**src/hw/rtl/spiral_index_to_coordinate_top_defines.svh**
```systemverilog
// assertion macros shared by the spiral index to coordinate rtl
`ifndef SPIRAL_INDEX_TO_COORDINATE_TOP_DEFINES_SVH
`define SPIRAL_INDEX_TO_COORDINATE_TOP_DEFINES_SVH

`ifndef NO_ASSERTIONS
// same-cycle implication
`define SIT_ASSERT_NOW(lbl, clk, rst, ante, cons) \
  lbl: assert property (@(posedge clk) disable iff (rst) (ante) |-> (cons)) \
    else $error("sit assertion failed");
// next-cycle implication
`define SIT_ASSERT_NEXT(lbl, clk, rst, ante, cons) \
  lbl: assert property (@(posedge clk) disable iff (rst) (ante) |=> (cons)) \
    else $error("sit assertion failed");
`else
`define SIT_ASSERT_NOW(lbl, clk, rst, ante, cons)
`define SIT_ASSERT_NEXT(lbl, clk, rst, ante, cons)
`endif

`endif

```
**src/hw/rtl/sit_pkg.sv**
```systemverilog
// types and constants for the spiral index to coordinate block
package sit_pkg;

  // widest radicand carried between front and back
  localparam int MAX_RAD_BITS = 31;
  // coordinate width on the output ports
  localparam int COORD_BITS   = 16;
  // depth of the queue between front and back
  localparam int QUEUE_DEPTH  = 2;

  // word handed from front to back
  typedef struct packed {
    logic                    bad;
    logic [MAX_RAD_BITS-1:0] rad;   // index minus one
  } sit_word_t;

endpackage

```
**src/hw/rtl/sit_front.sv**
```systemverilog
// front end: takes the index, flags bad values and forms index minus one
module sit_front import sit_pkg::*; #(
  parameter int INDEX_BITS = 32
) (
  input  logic               in_valid,
  output logic               in_stall,
  input  logic signed [31:0] index,
  input  logic               q_full,
  output logic               q_push,
  output sit_word_t          q_word
);

  logic [INDEX_BITS-1:0] v;

  // only the low index bits count, as a two's complement value
  assign v = index[INDEX_BITS-1:0];

  // classify and hand over
  always_comb begin
    q_word.bad = (v == '0) || v[INDEX_BITS-1];
    q_word.rad = MAX_RAD_BITS'(v[INDEX_BITS-2:0]) - MAX_RAD_BITS'(1);
  end

  assign in_stall = q_full;
  assign q_push   = in_valid && !q_full;

endmodule

```
**src/hw/rtl/sit_queue.sv**
```systemverilog
// short queue between front and back
module sit_queue import sit_pkg::*; (
  input  logic      clk,
  input  logic      rst,
  input  logic      push,
  input  sit_word_t push_word,
  output logic      full,
  output logic      q_valid,
  input  logic      q_stall,
  output sit_word_t q_word
);
  `include "spiral_index_to_coordinate_top_defines.svh"

  localparam int PW = (QUEUE_DEPTH > 1) ? $clog2(QUEUE_DEPTH) : 1;
  localparam int CW = $clog2(QUEUE_DEPTH + 1);

  sit_word_t     mem [QUEUE_DEPTH];
  logic [PW-1:0] wr_ptr;
  logic [PW-1:0] rd_ptr;
  logic [CW-1:0] count;
  logic          pop;

  assign full    = (count == CW'(QUEUE_DEPTH));
  assign q_valid = (count != '0);
  assign pop     = q_valid && !q_stall;
  assign q_word  = mem[rd_ptr];

  // pointers and fill count
  always_ff @(posedge clk) begin
    if (rst) begin
      wr_ptr <= '0;
      rd_ptr <= '0;
      count  <= '0;
    end else begin
      if (push) begin
        wr_ptr <= (wr_ptr == PW'(QUEUE_DEPTH - 1)) ? '0 : wr_ptr + 1'b1;
      end
      if (pop) begin
        rd_ptr <= (rd_ptr == PW'(QUEUE_DEPTH - 1)) ? '0 : rd_ptr + 1'b1;
      end
      if (push && !pop) begin
        count <= count + 1'b1;
      end else if (pop && !push) begin
        count <= count - 1'b1;
      end
    end
  end

  // storage
  always_ff @(posedge clk) begin
    if (push) begin
      mem[wr_ptr] <= push_word;
    end
  end

  `SIT_ASSERT_NOW(a_count_bound, clk, rst, 1'b1, count <= CW'(QUEUE_DEPTH))
  `SIT_ASSERT_NEXT(a_count_up, clk, rst, push && !pop, count == $past(count) + 1'b1)
  `SIT_ASSERT_NEXT(a_count_down, clk, rst, pop && !push, count == $past(count) - 1'b1)

endmodule

```
**src/hw/rtl/sit_back.sv**
```systemverilog
// back end: pipelined integer square root, then the walk along the ring
module sit_back import sit_pkg::*; #(
  parameter int INDEX_BITS = 32
) (
  input  logic                         clk,
  input  logic                         rst,
  input  logic                         q_valid,
  output logic                         q_stall,
  input  sit_word_t                    q_word,
  output logic                         out_valid,
  input  logic                         out_stall,
  output logic signed [COORD_BITS-1:0] x_pos,
  output logic signed [COORD_BITS-1:0] y_pos,
  output logic                         bad_index
);
  `include "spiral_index_to_coordinate_top_defines.svh"

  localparam int NB   = INDEX_BITS - 1;   // radicand bits
  localparam int QB   = (NB + 1) / 2;     // root bits, one stage each
  localparam int RW   = 2 * QB;
  localparam int REMW = QB + 2;
  localparam int CW   = QB + 3;
  localparam logic signed [CW-1:0] ONE = CW'(1);

  logic          en;
  logic          pop;
  logic [QB:0]   vld;
  logic [QB:0]   bad;
  logic [RW-1:0]   rad  [QB+1];
  logic [REMW-1:0] rem  [QB+1];
  logic [QB-1:0]   root [QB+1];
  logic [RW-1:0]   rad_next  [QB];
  logic [REMW-1:0] rem_next  [QB];
  logic [QB-1:0]   root_next [QB];

  logic signed [CW-1:0] sx, rx, kx, dx, xc, yc;
  logic                 near;

  // whole pipe moves unless the result register is held
  assign en      = !out_valid || !out_stall;
  assign pop     = en && q_valid;
  assign q_stall = !en;

  // one root bit per stage, restoring form
  always_comb begin
    for (int j = 0; j < QB; j++) begin
      logic [REMW+1:0] cur;
      logic [REMW+1:0] trial;
      logic            ge;
      cur   = {rem[j], rad[j][RW-1 -: 2]};
      trial = (REMW+2)'({root[j], 2'b01});
      ge    = (cur >= trial);
      rem_next[j]  = ge ? REMW'(cur - trial) : REMW'(cur);
      root_next[j] = {root[j][QB-2:0], ge};
      rad_next[j]  = rad[j] << 2;
    end
  end

  // valid bits of the stages
  always_ff @(posedge clk) begin
    if (rst) begin
      vld       <= '0;
      out_valid <= 1'b0;
    end else if (en) begin
      vld       <= {vld[QB-1:0], pop};
      out_valid <= vld[QB];
    end
  end

  // stage payload
  always_ff @(posedge clk) begin
    if (en) begin
      bad[0]  <= q_word.bad;
      rad[0]  <= RW'(q_word.rad[NB-1:0]);
      rem[0]  <= '0;
      root[0] <= '0;
      for (int j = 0; j < QB; j++) begin
        bad[j+1]  <= bad[j];
        rad[j+1]  <= rad_next[j];
        rem[j+1]  <= rem_next[j];
        root[j+1] <= root_next[j];
      end
    end
  end

  // r = s + 1, k = r / 2, d = r*r - index = 2s - remainder
  always_comb begin
    sx   = CW'(root[QB]);
    rx   = sx + ONE;
    kx   = rx >>> 1;
    dx   = (sx <<< 1) - CW'(rem[QB]);
    near = (dx < rx);
    if (!root[QB][0]) begin
      // odd ring: from (k,-k) left, then up
      xc = near ? kx - dx : kx - sx;
      yc = near ? -kx : dx - sx - kx;
    end else begin
      // even ring: from (1-k,k) right, then down
      xc = near ? ONE - kx + dx : ONE - kx + sx;
      yc = near ? kx : kx - dx + sx;
    end
  end

  // result register
  always_ff @(posedge clk) begin
    if (en) begin
      bad_index <= bad[QB];
      x_pos     <= bad[QB] ? '0 : COORD_BITS'(xc);
      y_pos     <= bad[QB] ? '0 : COORD_BITS'(yc);
    end
  end

  `SIT_ASSERT_NOW(a_bad_zero, clk, rst, out_valid && bad_index, x_pos == '0 && y_pos == '0)
  `SIT_ASSERT_NEXT(a_hold, clk, rst, out_valid && out_stall,
    out_valid && $stable(x_pos) && $stable(y_pos) && $stable(bad_index))
  `SIT_ASSERT_NOW(a_pop_free, clk, rst, pop, !(out_valid && out_stall))

endmodule

```
**src/hw/rtl/spiral_index_to_coordinate_top.sv**
```systemverilog
// top level of the spiral index to coordinate block
// throughput: one word per cycle while out_stall is low, set by the square root pipe (one root bit per stage)
// a two-entry queue parts the input classifier from the root pipe
// reset (rst, synchronous) empties the queue and clears every stage valid bit
module spiral_index_to_coordinate_top import sit_pkg::*; #(
  parameter int INDEX_BITS = 32
) (
  input  logic                         clk,
  input  logic                         rst,
  input  logic                         in_valid,
  output logic                         in_stall,
  input  logic signed [31:0]           index,
  output logic                         out_valid,
  input  logic                         out_stall,
  output logic signed [COORD_BITS-1:0] x_pos,
  output logic signed [COORD_BITS-1:0] y_pos,
  output logic                         bad_index
);

  sit_word_t push_word;
  sit_word_t q_word;
  logic      q_full;
  logic      q_push;
  logic      q_valid;
  logic      q_stall;

  // classify incoming words
  sit_front #(.INDEX_BITS(INDEX_BITS)) u_front (
    .in_valid (in_valid),
    .in_stall (in_stall),
    .index    (index),
    .q_full   (q_full),
    .q_push   (q_push),
    .q_word   (push_word)
  );

  // decoupling queue
  sit_queue u_queue (
    .clk       (clk),
    .rst       (rst),
    .push      (q_push),
    .push_word (push_word),
    .full      (q_full),
    .q_valid   (q_valid),
    .q_stall   (q_stall),
    .q_word    (q_word)
  );

  // root pipe and coordinate walk
  sit_back #(.INDEX_BITS(INDEX_BITS)) u_back (
    .clk       (clk),
    .rst       (rst),
    .q_valid   (q_valid),
    .q_stall   (q_stall),
    .q_word    (q_word),
    .out_valid (out_valid),
    .out_stall (out_stall),
    .x_pos     (x_pos),
    .y_pos     (y_pos),
    .bad_index (bad_index)
  );

endmodule
```
**config.mk**
```make
export PLATFORM = sky130hd
export DESIGN_NAME = spiral_index_to_coordinate_top
export DESIGN_NICKNAME = d
export VERILOG_FILES = /design/src/hw/rtl/sit_pkg.sv /design/src/hw/rtl/sit_front.sv /design/src/hw/rtl/sit_queue.sv /design/src/hw/rtl/sit_back.sv /design/src/hw/rtl/spiral_index_to_coordinate_top.sv
export VERILOG_INCLUDE_DIRS = /design/src /design/src/hw/rtl
export SDC_FILE = /design/constraint.sdc
export NUM_CORES = 1
export LEC_CHECK = 0
export BUFFER_PORTS_ARGS = -buffer_cell sky130_fd_sc_hd__buf_2
export CAP_MARGIN = 5
export CORE_ASPECT_RATIO = 0.8
export CORE_MARGIN = 2
export CORE_UTILIZATION = 38
export CTS_CLUSTER_DIAMETER = 150
export DETAILED_ROUTE_END_ITERATION = 6
export SETUP_SLACK_MARGIN = 0.1
export SLEW_MARGIN = 15
export SYNTH_ARGS = -nofsm -noshare
export SYNTH_HDL_FRONTEND = slang
export SYNTH_SLANG_ARGS = --single-unit
```
**constraint.sdc**
```tcl
create_clock -name clk -period 36.7 [get_ports clk]
set_input_delay 5.505 -clock clk [delete_from_list [all_inputs] [get_ports clk]]
set_output_delay 5.505 -clock clk [all_outputs]
set_load 0.01 [all_outputs]
```
Yosys cells after proc, flatten, opt, wreduce, memory -nomap -nowiden. Memories as Yosys holds them, arrays and structs flattened. A register that Yosys moved wholly into a read port is not among the register bits. Cells that the tools add are included.

Add/subtract/negate cells: 32. Reductions and logical operators: 14. Equality and inequality tests: 1. Magnitude comparators: 17. Multiplexer cells: 32.

Operators by type and width (number): 20-bit by 18-bit greater-or-equal comparator with 1-bit output (16); 18-bit two-way mux (16); 18-bit subtractor (16); 16-bit two-way mux (6); 16-bit subtractor (4); 16-bit adder (3); 32-bit zero test (1); 31-bit by 1-bit subtractor with 31-bit output (second input constant) (1); 19-bit by 18-bit less-than comparator with 1-bit output (1); 17-bit by 18-bit subtractor with 19-bit output (1); 16-bit by 1-bit adder with 17-bit output (second input constant) (1); 16-bit negator (1); 2-bit by 16-bit subtractor with 16-bit output (first input constant) (1); 1-bit two-way mux (8); 1-bit zero test (5); 1-bit logical AND (4); 2-bit two-way mux (2); 2-bit nonzero test (2); 1-bit adder (second input constant) (2); 2-bit by 1-bit adder with 2-bit output (second input constant) (1); 2-bit equality test (second input constant) (1); 1-bit logical OR (2); 2-bit by 1-bit subtractor with 2-bit output (second input constant) (1).

Memories: 4. Register bits after elaboration: 72. RAM bits: 1186.

Memory list: u_back.rad (words 17, width 32, rd ports 16, clocked after memory_dff 0, wr ports 17, line sit_back.sv:29) `logic [RW-1:0] rad [QB+1];`; u_back.rem (words 17, width 18, rd ports 17, clocked after memory_dff 0, wr ports 17, line sit_back.sv:30) `logic [REMW-1:0] rem [QB+1];`; u_back.root (words 17, width 16, rd ports 17, clocked after memory_dff 0, wr ports 17, line sit_back.sv:31) `logic [QB-1:0] root [QB+1];`; u_queue.mem (words 2, width 32, rd ports 1, clocked after memory_dff 1, wr ports 1, line sit_queue.sv:17) `sit_word_t mem [QUEUE_DEPTH];`.

Longest topological paths before layout.
Word-level depth: 7. Mapped depth: 35. Mapped depth without buffers: 31.

By module. From an unflattened synthesis, not the netlist that was laid out.

Cells, all modules: 3477. Area, all modules: 41935.2 sq um.

By module, submodules not included: sit_back (area an instance 38739.7 sq um, cells each 3265, seq. area each 22011.1 sq um, times used 1); sit_queue (area an instance 2523.7 sq um, cells each 122, seq. area each 2021.9 sq um, times used 1); sit_front (area an instance 671.9 sq um, cells each 90, seq. area each 0.0 sq um, times used 1).

Worst setup path before layout. No wires, ideal clock.

Path type: input-to-reg. Start point: input port out_stall. End point: register u_back.bad[0], enable pin. Slack: 9799 ps. Cell stages on the path: 4. Data arrival time: 25536 ps. Buffers on the path: 2. Path through: and2_1 clkbuf_1 clkinv_1 clkbuf_1.

Cells in the longest elaborated chain, start to end: 2.

Ends and longest elaborated chain: from (decl) (line spiral_index_to_coordinate_top.sv:14) `input logic out_stall,`; 1-bit zero test (line sit_back.sv:40) `assign en = !out_valid || !out_stall;`; 1-bit logical OR (line sit_back.sv:40); net u_back.en (line sit_back.sv:25) `logic en;`; to (signal assigned) (line sit_back.sv:73) `bad[0] <= q_word.bad;`; to (signal, indexed assignment) (line sit_back.sv:78) `bad[j+1] <= bad[j];`; to (decl) (line sit_back.sv:28) `logic [QB:0] bad;`.

The timed path passes the listed nets, and every way through them passes these cells. A chain may end at the register's enable or synchronous reset.

==> Implementation_results.wiki <==
{| class="wikitable"
! Metric !! Value
|-
| Clock net sink count || 808
|-
| Required time worst endpoint || 37150 ps
|-
| Avg Synthesized Cell Area || 12.0 um2
|-
| Crit-path max FO || 49
|-
| Die width || 375 um
|-
| Number of design-rule violations left by the first detailed-router iteration || 1992
|-
| Cell family with the largest share of critical-path delay || compound AO/OA/AOI/OAI gates
|-
| Worst setup path category || reg2reg
|-
| TritonCTS buffer count || 84
|-
| CTS resizes || 0
|-
| Count of unique library cells instantiated by Yosys || 78
|-
| Outcome || finished, final reports clean
|-
| Crit share post-route || 23.3%
|-
| Area of the die || 113000 um2
|-
| Crit path buf inv count || 5
|-
| Setup TNS || 0 ps
|-
| Number of enable flip-flop cells after synthesis || 785
|-
| Drt via density || 5.10
|-
| Crit-path slowest cell || clkinv_1
|-
| Area after detailed placement || 44000 um2
|-
| Overall fraction of global-route tracks in use || 14.5%
|-
| Port Buffer Count || 70
|-
| Synth async-reset ratio || 0%
|-
| Antenna violations before repair || 2
|-
| Clock root buffer || clkbuf_16
|-
| Post-cts hold buffer count || 0
|-
| Part of the Yosys area used for sequential elements || 57.3%
|-
| Yosys warning count || 0
|-
| Crit path capture type || register
|-
| Max Freq || 0.117 GHz
|-
| Count of filler cells inserted in the layout || 10108
|-
| Most frequent cell after synthesis || edfxtp_1
|-
| Core Util, Final || 43.0%
|-
| Path type of the worst min-delay path || reg2reg
|-
| Top-Level Pins || 71
|-
| Signal arrival time at the worst endpoint || 9020 ps
|-
| Area added between synthesis and finish || 11.7%
|-
| Area used by sequential logic in the layout || 24000 um2
|-
| Area taken by multi-input logic gates || 16500 um2
|-
| Buffers from clock root to sink, at most || 3
|-
| Pins Over Slew Limit || 0
|-
| Mapped Nets || 3797
|-
| RD Place Congestion || 0.876
|-
| Die H || 301 um
|-
| Clock transition at the register clock pins on the worst setup and hold paths after CTS || 60 ps
|-
| Unrepaired setup endpoints after global routing || no
|-
| Most common flop cell mapped by yosys || edfxtp_1
|-
| Most frequent cells after synthesis || edfxtp_1, inv_1, ha_1
|-
| Max-Slew Margin vs Limit || 24.3%
|-
| Post-layout minimum cycle time || 8570 ps
|-
| Critical Path Source Type || register
|-
| GR Overflow Total || 0
|-
| Fin Clk Skew || 49.8 ps
|-
| Nets || 3910
|-
| Placeable core region || 109000 um2
|-
| Leading cell types by total area after synthesis || edfxtp_1, ha_1, xnor2_1
|-
| Cell occurring most often along the worst timing path || a21oi_1
|-
| Std-Cell Rows || 108
|-
| Cell accounting for the most synthesized area || edfxtp_1
|-
| Source-to-sink clock delay at the later pin of the worst-skew pair || 680 ps
|-
| Via count of the first global-routing pass || 25110
|-
| Number of design rule violations left after detail routing || 0
|-
| Post-synthesis cell count || 3480
|-
| Final setup viols || 0
|-
| Area share of the leading cell type in the synthesized netlist || 56.2%
|-
| Global-route wire length before repair || 133000 um
|-
| Antenna viol nets, final || 0
|-
| Worst slew pin tran || 1130 ps
|-
| Number of storage elements in the synthesis netlist || 808
|-
| Hold Violations, Final || 0
|-
| Critical Path Max Stage Delay || 550 ps
|-
| Summed instance area of the synthesized netlist || 41900 um2
|-
| DR vias || 25961
|-
| Detailed Route WL || 82000 um
|-
| First drt pass iteration count || 5
|-
| Max H-tree Level || 3
|-
| Final non-filler cell area || 46800 um2
|-
| CTS tree || done
|-
| Initial Utilization || 38.5%
|-
| DP HPWL || 59100 um
|-
| Max Cap Violations || 0
|-
| Flop-to-flop setup slack || 28140 ps
|-
| Wire length per cell after detailed routing || 16.1 um
|-
| Maximum number of pins on one net before global-route repair || 188
|-
| Proportion of layout cells with a drive suffix above 1 || 9.31%
|-
| Post-CTS Setup Inserts || 0
|}
layout make-up:
type / instances / area share, %
diodes: 1 / 0.00535
clock buffers: 108 / 4.81
clock inverters: 47 / 1.15
inverters: 314 / 2.53
multi-input cells: 2292 / 35.2
flip-flops and latches: 808 / 51.3
well taps: 1430 / 3.82
repair buffers: 93 / 1.14
metrics by stage:
| stage | worst slack (ps) | std cells | hold WS (ps) |
|---|---|---|---|
| global placement | 27500 | 4937 | 401 |
| detailed placement | 27470 | 4937 | 405 |
| CTS | 28140 | 5092 | 415 |
| finish | 28140 | 5093 | 406 |
| global route | 27350 | 5093 | 420 |
| floorplan | 9800 | 3480 | 400 |
worst paths after layout:
path / from / to / depth (start not counted)
setup / recovery: u_back.root[0][256]$_DFFE_PP_ / u_back.x_pos[14]$_SDFFCE_PP0P_ / 32
hold reg to reg: u_back.rad[0][93]$_DFFE_PP_ / u_back.rad[0][127]$_DFFE_PP_ / 0
setup reg to reg: u_back.root[0][256]$_DFFE_PP_ / u_back.x_pos[14]$_SDFFCE_PP0P_ / 32
hold / removal: u_back.rad[0][93]$_DFFE_PP_ / u_back.rad[0][127]$_DFFE_PP_ / 0
cell families (layout without fill, tap and decap cells):
group           Yosys count  after routing  synth area share (%)
compound gates          659            659                  9.94
xor+xnor                326            326                  6.88
fa+ha+maj               282            282                  8.73
buf+inv                 380            562                  3.40
flops                   808            808                  57.3
mux                      94             94                  2.73
other cells               1              2               0.00895
simple gates            930            930                  11.0
cell usage in the layout (no fill, tap or decap), drive strengths merged, types with 87 or more instances in the layout:
| master | synthesis | final |
|---|---|---|
| a21oi | 212 | 212 |
| clkbuf | 58 | 108 |
| nor2 | 244 | 244 |
| edfxtp | 785 | 785 |
| buf | 8 | 93 |
| nand2 | 221 | 221 |
| o21ai | 140 | 140 |
| xnor2 | 206 | 206 |
| nor3 | 87 | 87 |
| xor2 | 118 | 118 |
| inv | 311 | 315 |
| ha | 263 | 263 |
registers in the layout, summed over array words and instances, names as in the netlist, 2 cells and up, named ones only:
signal,count
u_back.rad,271
u_back.bad,17
u_back.root,136
u_back.y_pos,16
u_queue.mem,64
u_back.x_pos,16
u_queue.count,2
u_back.vld,17
u_back.rem,264
layer usage:
layer	routed length (um)	track usage, %	part of all wire, %	vias up
met1	42300	22.2	52	12328
met4	1350	3.25	1.6	0
met3	4530	3.01	5.5	91
met5	0	0	0	-
met2	33900	21.1	41	547
li1	-	-	-	12995
Power is not shown: default switching activity piles up to over one toggle a cycle in this logic, so the estimate is an artifact.
